File: src/design/hds_pkg.sv
`timescale 1ns / 1ps
package hds_pkg;

    localparam int MAX_BINS    = 256;
    localparam int FRAC_BITS   = 16;
    localparam int LOG_ENTRIES = 256;
    localparam int LOG_IDX_W   = $clog2(LOG_ENTRIES);
    localparam int LOG_FB      = 24;
    localparam int BIN_W       = FRAC_BITS + 1;
    localparam int LOG_IN_W    = BIN_W + 1;
    localparam int LOG_K_W     = $clog2(LOG_IN_W);
    localparam int LOG_OUT_W   = LOG_K_W + LOG_FB;
    localparam int CNT_W       = $clog2(MAX_BINS + 1);

    localparam logic [BIN_W-1:0] ONE_Q    = BIN_W'(1) << FRAC_BITS;
    localparam logic [23:0]      LN2_Q24  = 24'd11629080;
    localparam logic [63:0]      HALF_LOG = 64'd1 << (LOG_FB - 1);

    localparam logic [2:0] MODE_INTERSECT = 3'd0;
    localparam logic [2:0] MODE_LOGLIK    = 3'd1;
    localparam logic [2:0] MODE_CHISQ     = 3'd2;
    localparam logic [2:0] MODE_KL        = 3'd3;
    localparam logic [2:0] MODE_EUCLID    = 3'd4;
    localparam logic [2:0] MODE_ABSOLUTE  = 3'd5;
    localparam logic [2:0] MODE_COSINE    = 3'd6;

    localparam logic REG_MODE = 1'b0;
    localparam logic REG_TOL  = 1'b1;

    typedef logic [LOG_ENTRIES-1:0][LOG_FB-1:0] log_rom_t;

    typedef struct packed {
        logic        start;
        logic [63:0] rem_init;
        logic [63:0] num_init;
        logic [63:0] den;
        logic [6:0]  iters;
    } div_req_t;

    typedef struct packed {
        logic        done;
        logic [63:0] quot;
    } div_rsp_t;

    typedef struct packed {
        logic        start;
        logic [63:0] value;
    } sqrt_req_t;

    typedef struct packed {
        logic        done;
        logic [31:0] root;
    } sqrt_rsp_t;

    // log2(1 + idx/entries) in Q.24 by repeated squaring
    function automatic log_rom_t build_log_rom();
        log_rom_t rom;
        logic [63:0] y;
        logic [LOG_FB-1:0] r;
        for (int idx = 0; idx < LOG_ENTRIES; idx++)
        begin
            y = ((64'(LOG_ENTRIES) + 64'(idx)) << 30) / LOG_ENTRIES;
            r = '0;
            for (int i = LOG_FB - 1; i >= 0; i--)
            begin
                y = (y * y) >> 30;
                if (y >= (64'd1 << 31))
                begin
                    y = y >> 1;
                    r[i] = 1'b1;
                end
            end
            rom[idx] = r;
        end
        return rom;
    endfunction

    localparam log_rom_t LOG_ROM = build_log_rom();

endpackage

File: src/design/hds_div.sv
`timescale 1ns / 1ps
module hds_div
(
    input  logic              clk,
    input  logic              rst_n,
    input  hds_pkg::div_req_t req,
    output hds_pkg::div_rsp_t rsp
);
    import hds_pkg::*;

    logic        busy_reg, busy_next;
    logic [6:0]  cnt_reg, cnt_next;
    logic [63:0] rem_reg, rem_next;
    logic [63:0] num_reg, num_next;
    logic [63:0] den_reg, den_next;
    logic [63:0] quot_reg, quot_next;
    logic [64:0] trial;
    logic [64:0] diff;
    logic        ge;

    // restoring step: shift in one numerator bit, subtract if it fits
    always_comb
    begin
        trial = {rem_reg, num_reg[63]};
        diff  = trial - {1'b0, den_reg};
        ge    = trial >= {1'b0, den_reg};
    end

    always_comb
    begin
        busy_next = busy_reg;
        cnt_next  = cnt_reg;
        rem_next  = rem_reg;
        num_next  = num_reg;
        den_next  = den_reg;
        quot_next = quot_reg;
        if (req.start)
        begin
            busy_next = 1'b1;
            cnt_next  = req.iters;
            rem_next  = req.rem_init;
            num_next  = req.num_init;
            den_next  = req.den;
            quot_next = '0;
        end
        else if (busy_reg)
        begin
            if (cnt_reg == 7'd0)
            begin
                busy_next = 1'b0;
            end
            else
            begin
                cnt_next  = cnt_reg - 7'd1;
                rem_next  = ge ? diff[63:0] : trial[63:0];
                num_next  = {num_reg[62:0], 1'b0};
                quot_next = {quot_reg[62:0], ge};
            end
        end
    end

    always_ff @(posedge clk or negedge rst_n)
    begin
        if (!rst_n)
        begin
            busy_reg <= 1'b0;
            cnt_reg  <= '0;
        end
        else
        begin
            busy_reg <= busy_next;
            cnt_reg  <= cnt_next;
        end
    end

    always_ff @(posedge clk)
    begin
        rem_reg  <= rem_next;
        num_reg  <= num_next;
        den_reg  <= den_next;
        quot_reg <= quot_next;
    end

    assign rsp.done = busy_reg && (cnt_reg == 7'd0);
    assign rsp.quot = quot_reg;

endmodule

File: config.mk
export PLATFORM = sky130hd
export DESIGN_NAME = hds_div
export DESIGN_NICKNAME = d
export VERILOG_FILES = /design/src/design/hds_pkg.sv /design/src/design/hds_div.sv
export SDC_FILE = /design/constraint.sdc
export NUM_CORES = 1
export LEC_CHECK = 0
export BUFFER_PORTS_ARGS = -buffer_cell sky130_fd_sc_hd__buf_2
export CAP_MARGIN = 25
export CORE_MARGIN = 2
export CORE_UTILIZATION = 51
export CTS_CLUSTER_SIZE = 28
export DETAILED_ROUTE_END_ITERATION = 8
export GPL_ROUTABILITY_DRIVEN = 0
export PLACE_DENSITY = 0.87
export SLEW_MARGIN = 5
export SYNTH_ARGS = -nofsm -noshare
export SYNTH_HDL_FRONTEND = slang
export SYNTH_SLANG_ARGS = --single-unit
File: constraint.sdc
create_clock -name clk -period 4.2 [get_ports clk]
set_input_delay 0.42 -clock clk [delete_from_list [all_inputs] [get_ports clk]]
set_output_delay 0.42 -clock clk [all_outputs]
set_load 0.02 [all_outputs]
Word level (Yosys, flattened, before mapping)
Cells that the tools add are included.
{"block": "word_totals", "in_bits": 202, "register_bits": 264, "elab_cells": 29}
{"block": "op_classes", "n_reduce_logical": 5, "add_sub_neg": 2, "n_bitwise": 1, "magnitude_cmp": 1, "muxes": 13, "n_eq_ne": 1}
{"op": "$mux 64", "count": 7}
{"op": "$ge 65x64->1", "count": 1}
{"op": "$sub 64x64->64", "count": 1}
{"op": "$mux 7", "count": 3}
{"op": "$logic_not 7->1", "count": 1}
{"op": "$sub 7x1->7 const B", "count": 1}
{"op": "$reduce_and 2->1", "count": 2}
{"op": "$mux 1", "count": 3}
{"op": "$ne 2x2->1 const B", "count": 1}
{"op": "$reduce_bool 2->1", "count": 1}
{"op": "$logic_and 1x1->1", "count": 1}
{"op": "$not 1->1", "count": 1}

Longest topological paths before layout
{"block": "depth", "depth_word": 5, "depth_mapped": 16, "depth_no_buf": 14}

Worst setup path before layout
OpenSTA, ideal clock, no wires.
{"block": "synth_timing", "path_kind": "input -> register", "from": "in req[199] in the netlist's numbering", "to": "reg num_reg[0], enable pin", "required_time_ps": 3691, "setup_slack_ps": -654, "arrival_time_ps": 4345, "stages": 4, "n_path_buf": 3, "path_cell_list": "clkbuf_1 > clkbuf_1 > clkbuf_1 > nand2b_1"}
{"block": "synth_via", "elab_chain_len": 2}
{"element": "start, declared", "line": "hds_div.sv:6", "rtl": "input hds_pkg::div_req_t req,"}
{"element": "$ne 2x2->1 (no source line) / $reduce_bool 2->1 (equally long branches)"}
{"element": "$reduce_and 2->1 (no source line) *"}
{"element": "end signal, assigned", "line": "hds_div.sv:79", "rtl": "num_reg <= num_next;"}
{"element": "end, declared", "line": "hds_div.sv:14", "rtl": "logic [63:0] num_reg, num_next;"}
Mark *: on every way between the ends. The rest lies on a longest branch, timed or not.
A chain may end at the register's enable or synchronous reset.

Final worst setup path
{"block": "layout_timing", "from": "reg rem_reg[39]", "to": "reg rem_reg[35] (data pin)"}
{"block": "layout_via", "elab_chain_len": 5}
{"element": "start, declared", "line": "hds_div.sv:13", "rtl": "logic [63:0] rem_reg, rem_next;"}
{"element": "start signal, assigned", "line": "hds_div.sv:78", "rtl": "rem_reg <= rem_next;"}
{"element": "$ge 65x64->1", "line": "hds_div.sv:26", "rtl": "ge = trial >= {1'b0, den_reg};"}
{"element": "$mux 64", "line": "hds_div.sv:55", "rtl": "rem_next = ge ? diff[63:0] : trial[63:0];"}
{"element": "$mux 64", "line": "hds_div.sv:48", "rtl": "if (cnt_reg == 7'd0)"}
{"element": "$mux 64", "line": "hds_div.sv:46", "rtl": "else if (busy_reg)"}
{"element": "$mux 64", "line": "hds_div.sv:37", "rtl": "if (req.start)"}
{"element": "net rem_next[35]", "line": "hds_div.sv:13"}
The timed path passes the listed nets, and every way through them passes these cells. The select of a mux whose other input is x is not followed.

==> results.py <==
metrics = {
    "global_route": {
        "grtUsageMet2_pct": 41.60,
        "grt_use_met3_pct": 6.623,
        "grtUsageMet1_pct": 29.29,
        "grt_overflow": 0,
        "grt_pass1_vias": 12170,
        "grt_max_degree": 103,
        "grt_pass1_wl_um": 60660,
        "busiest_layer": "met2",
        "grt_use_total_pct": 24.42,
        "antenna_found_initial": 14,
    },
    "cts": {
        "clkSlewWorstSetupHoldPaths_ns": 0.06,
        "clk_path_buf_depth": 3,
        "cts_sinks": 264,
        "cts_tree": "built",
        "cts_made_buffers": 29,
        "cts_max_level": 1,
        "cts_root_buf": "clkbuf_16",
        "insertion_delay_ns": 0.59,
    },
    "sta": {
        "tns_ns": 0,
        "max_freq_mhz": 256.8,
        "max-slew-margin-rel_pct": 50.84,
        "fin_skew_ns": 0.01902,
        "fin_crit_sh_pct": 92.73,
        "rsz0062_at_grt": "no",
        "setup-violations-final": 0,
        "max_slew.worst_pin.slew_ns": 0.7374,
        "period_minus_slack_ns": 3.895,
        "hold_violations": 0,
        "maxSlewViolCount": 0,
    },
    "synth": {
        "synthArstFlopShare_pct": 3.030,
        "ys_types": 67,
        "syn_nets": 1716,
        "yosys_warnings": 0,
        "syn-instance-count": 1447,
        "synth_seq_cells": 264,
        "netlist_area_um2": 14980,
        "synth_ff_type": "edfxtp_1",
        "synth_most_common_cell": "nand2_1",
        "synthTopCellsByArea": "edfxtp_1 (38%), dfxtp_1 (8.6%), mux2_2 (7.8%), a21oi_1 (5.6%), ha_1 (5.5%)",
        "synth_top_area_share_pct": 38.48,
        "synth_seq_area_share_pct": 48.37,
        "yosys.area.top_type": "edfxtp_1",
        "synth_edf_count": 192,
        "synth_commonest_cells": "nand2_1 (211), edfxtp_1 (192), a21oi_1 (167)",
        "avgSynthCellArea_um2": 10.35,
    },
    "layout": {
        "finalNonFillerCells": 2131,
        "nets": 1988,
        "drive_above_1_share_pct": 28.00,
        "syn2layout_area_growth_pct": 20.32,
        "fill_cells": 2268,
    },
    "critical_path": {
        "worst-r2r-cell-count": 12,
        "cp-end-kind": "register",
        "reg2reg_from": "rem_reg[39]$_DFFE_PP_",
        "required_ns": 4.53,
        "rrSetupSlack_ns": 0.31,
        "crit_type": "register to register",
        "crit_path_end": "rem_reg[35]$_DFFE_PP_",
        "crit_path_start": "rem_reg[39]$_DFFE_PP_",
        "r2r_end": "rem_reg[35]$_DFFE_PP_",
        "arrival_ns": 4.22,
        "critPathLaunchType": "register",
        "path_max_fanout": 12,
    },
    "drt": {
        "drt_pass1_iterations": 6,
        "routed_via_density": 5.706,
        "vias": 12159,
        "drc": 0,
        "initialDrtViolationCount": 917,
        "wl_per_cell_um": 18.18,
        "antenna_left": 0,
        "routed_wl_um": 38750,
    },
    "floorplanning": {
        "core-area_um2": 28780,
        "dieWidth_um": 175.4,
        "placementRows": 62,
        "start_util_pct": 52.06,
        "io_pins": 267,
        "die_y_um": 175.4,
        "dieArea_um2": 30770,
    },
    "min_path": {
        "hold_class": "input port to register",
    },
    "power": {
        "p_leak_nw": 7.677,
        "vdd.ir_drop.worst_v": 0.0003904,
        "power_density_nw_per_um2": 677.7,
    },
    "job": {
        "maxCapViolCount": 0,
    },
    "place": {
        "dpl.hpwl_um": 27500,
        "io_buffer_count": 266,
        "dp_cells": 2037,
    },
    "run_status": {
        "outcome": "finished, final reports clean",
    },
}
[how the worst min path moves through the flow]
stage	from	end	slack, ns	cells after the start
finish	req[16]	den_reg[9]$_DFFE_PP_	0.01	1
global route	req[16]	den_reg[9]$_DFFE_PP_	0.001	1
CTS	req[20]	den_reg[13]$_DFFE_PP_	0.0003	1
detailed placement	rst_n	cnt_reg[2]$_DFFE_PN0P_	0.27	1
global placement	rst_n	cnt_reg[1]$_DFFE_PN0P_	0.26	1
floorplan	rst_n	busy_reg$_DFF_PN0_	0.12	0
[where the power goes]
part           switching [mW]  leakage, nW  internal [mW]
clock network            1.06        0.479           1.54
logic                    3.11         4.61           2.79
registers               0.275         2.59           3.45
[worst max-delay path, cell delays in order, from the launching register on]
cell	delay (ns)
edfxtp_1	0.41
ha_1	0.42
nand2_1	0.14
nor4_1	0.53
nand2_1	0.10
nand2_1	0.15
a41o_1	0.25
nor3_1	0.08
a21oi_2	0.23
a41o_2	0.41
buf_4	0.31
mux2_4	0.33
mux2_2	0.26
[repair_timing]
action	4_1_cts	5_1_grt
hold buffers	35	0
setup endpoints to repair	0	1
setup buffers	0	0
gates resized for setup	0	1
hold endpoints to repair	42	0
[layer usage]
layer | vias to the layer above | routed length [um] | part of all wire [%]
met5 | - | 63 | 0.16
met4 | 12 | 1666 | 4.3
met3 | 114 | 3174 | 8.2
met2 | 508 | 18290 | 47
met1 | 5733 | 15560 | 40
li1 | 5792 | - | -
[placed cells by master (no fill, tap or decap), types with 14 or more instances in the layout]
cell           count
mux2_4            34
xor2_1            25
nor2b_1           21
mux2_2           104
buf_4             15
buf_2            265
nor3_1            14
clkbuf_16         30
edfxtp_1         192
inv_1             84
dfxtp_1           64
a21o_1            30
nand2_1          210
nor2_1            48
o21ai_0           57
dlygate4sd3_1     35
ha_1              66
nand3_1           19
nand4_1           24
xnor2_1           33
a21oi_1          167
[per-stage QoR]
step                cell area, um2  total power [mW]  hold WS [ns]  util, %  setup slack (ns)
CTS                          18000             12.17     0.0002711    62.55            0.2747
detailed placement           16680             9.480        0.2659    57.96            0.3026
floorplan                    14990             8.189        0.1244        -            0.7712
global route                 18010             12.91      0.001402    62.59            0.1142
global placement             16680             9.255        0.2643    57.96            0.3122
finish                       18030             12.22       0.01370    62.64            0.3053
[area by class of cell]
class	count	area, um2	share of cell area (%)
Antenna cell	8	20.02	0.1110
Inverter	84	315.3	1.749
Clock inverter	9	113.9	0.6316
Timing Repair Buffer	321	1904	10.56
Clock buffer	42	855.8	4.747
Sequential cell	264	7247	40.20
Tap cell	384	480.5	2.665
Multi-Input combinational cell	1019	7091	39.33
[logic make-up after synthesis]
group / count (synthesis) / synth area share [%]
muxes: 145 / 11.69
and+or+nand+nor: 396 / 12.18
adders and majority gates: 67 / 5.645
AOI/OAI and AO/OA: 353 / 14.30
buffers and inverters: 164 / 4.426
xor gates and xnor gates: 58 / 3.390
DFF: 264 / 48.37
Power figures use the tool's default switching activity.
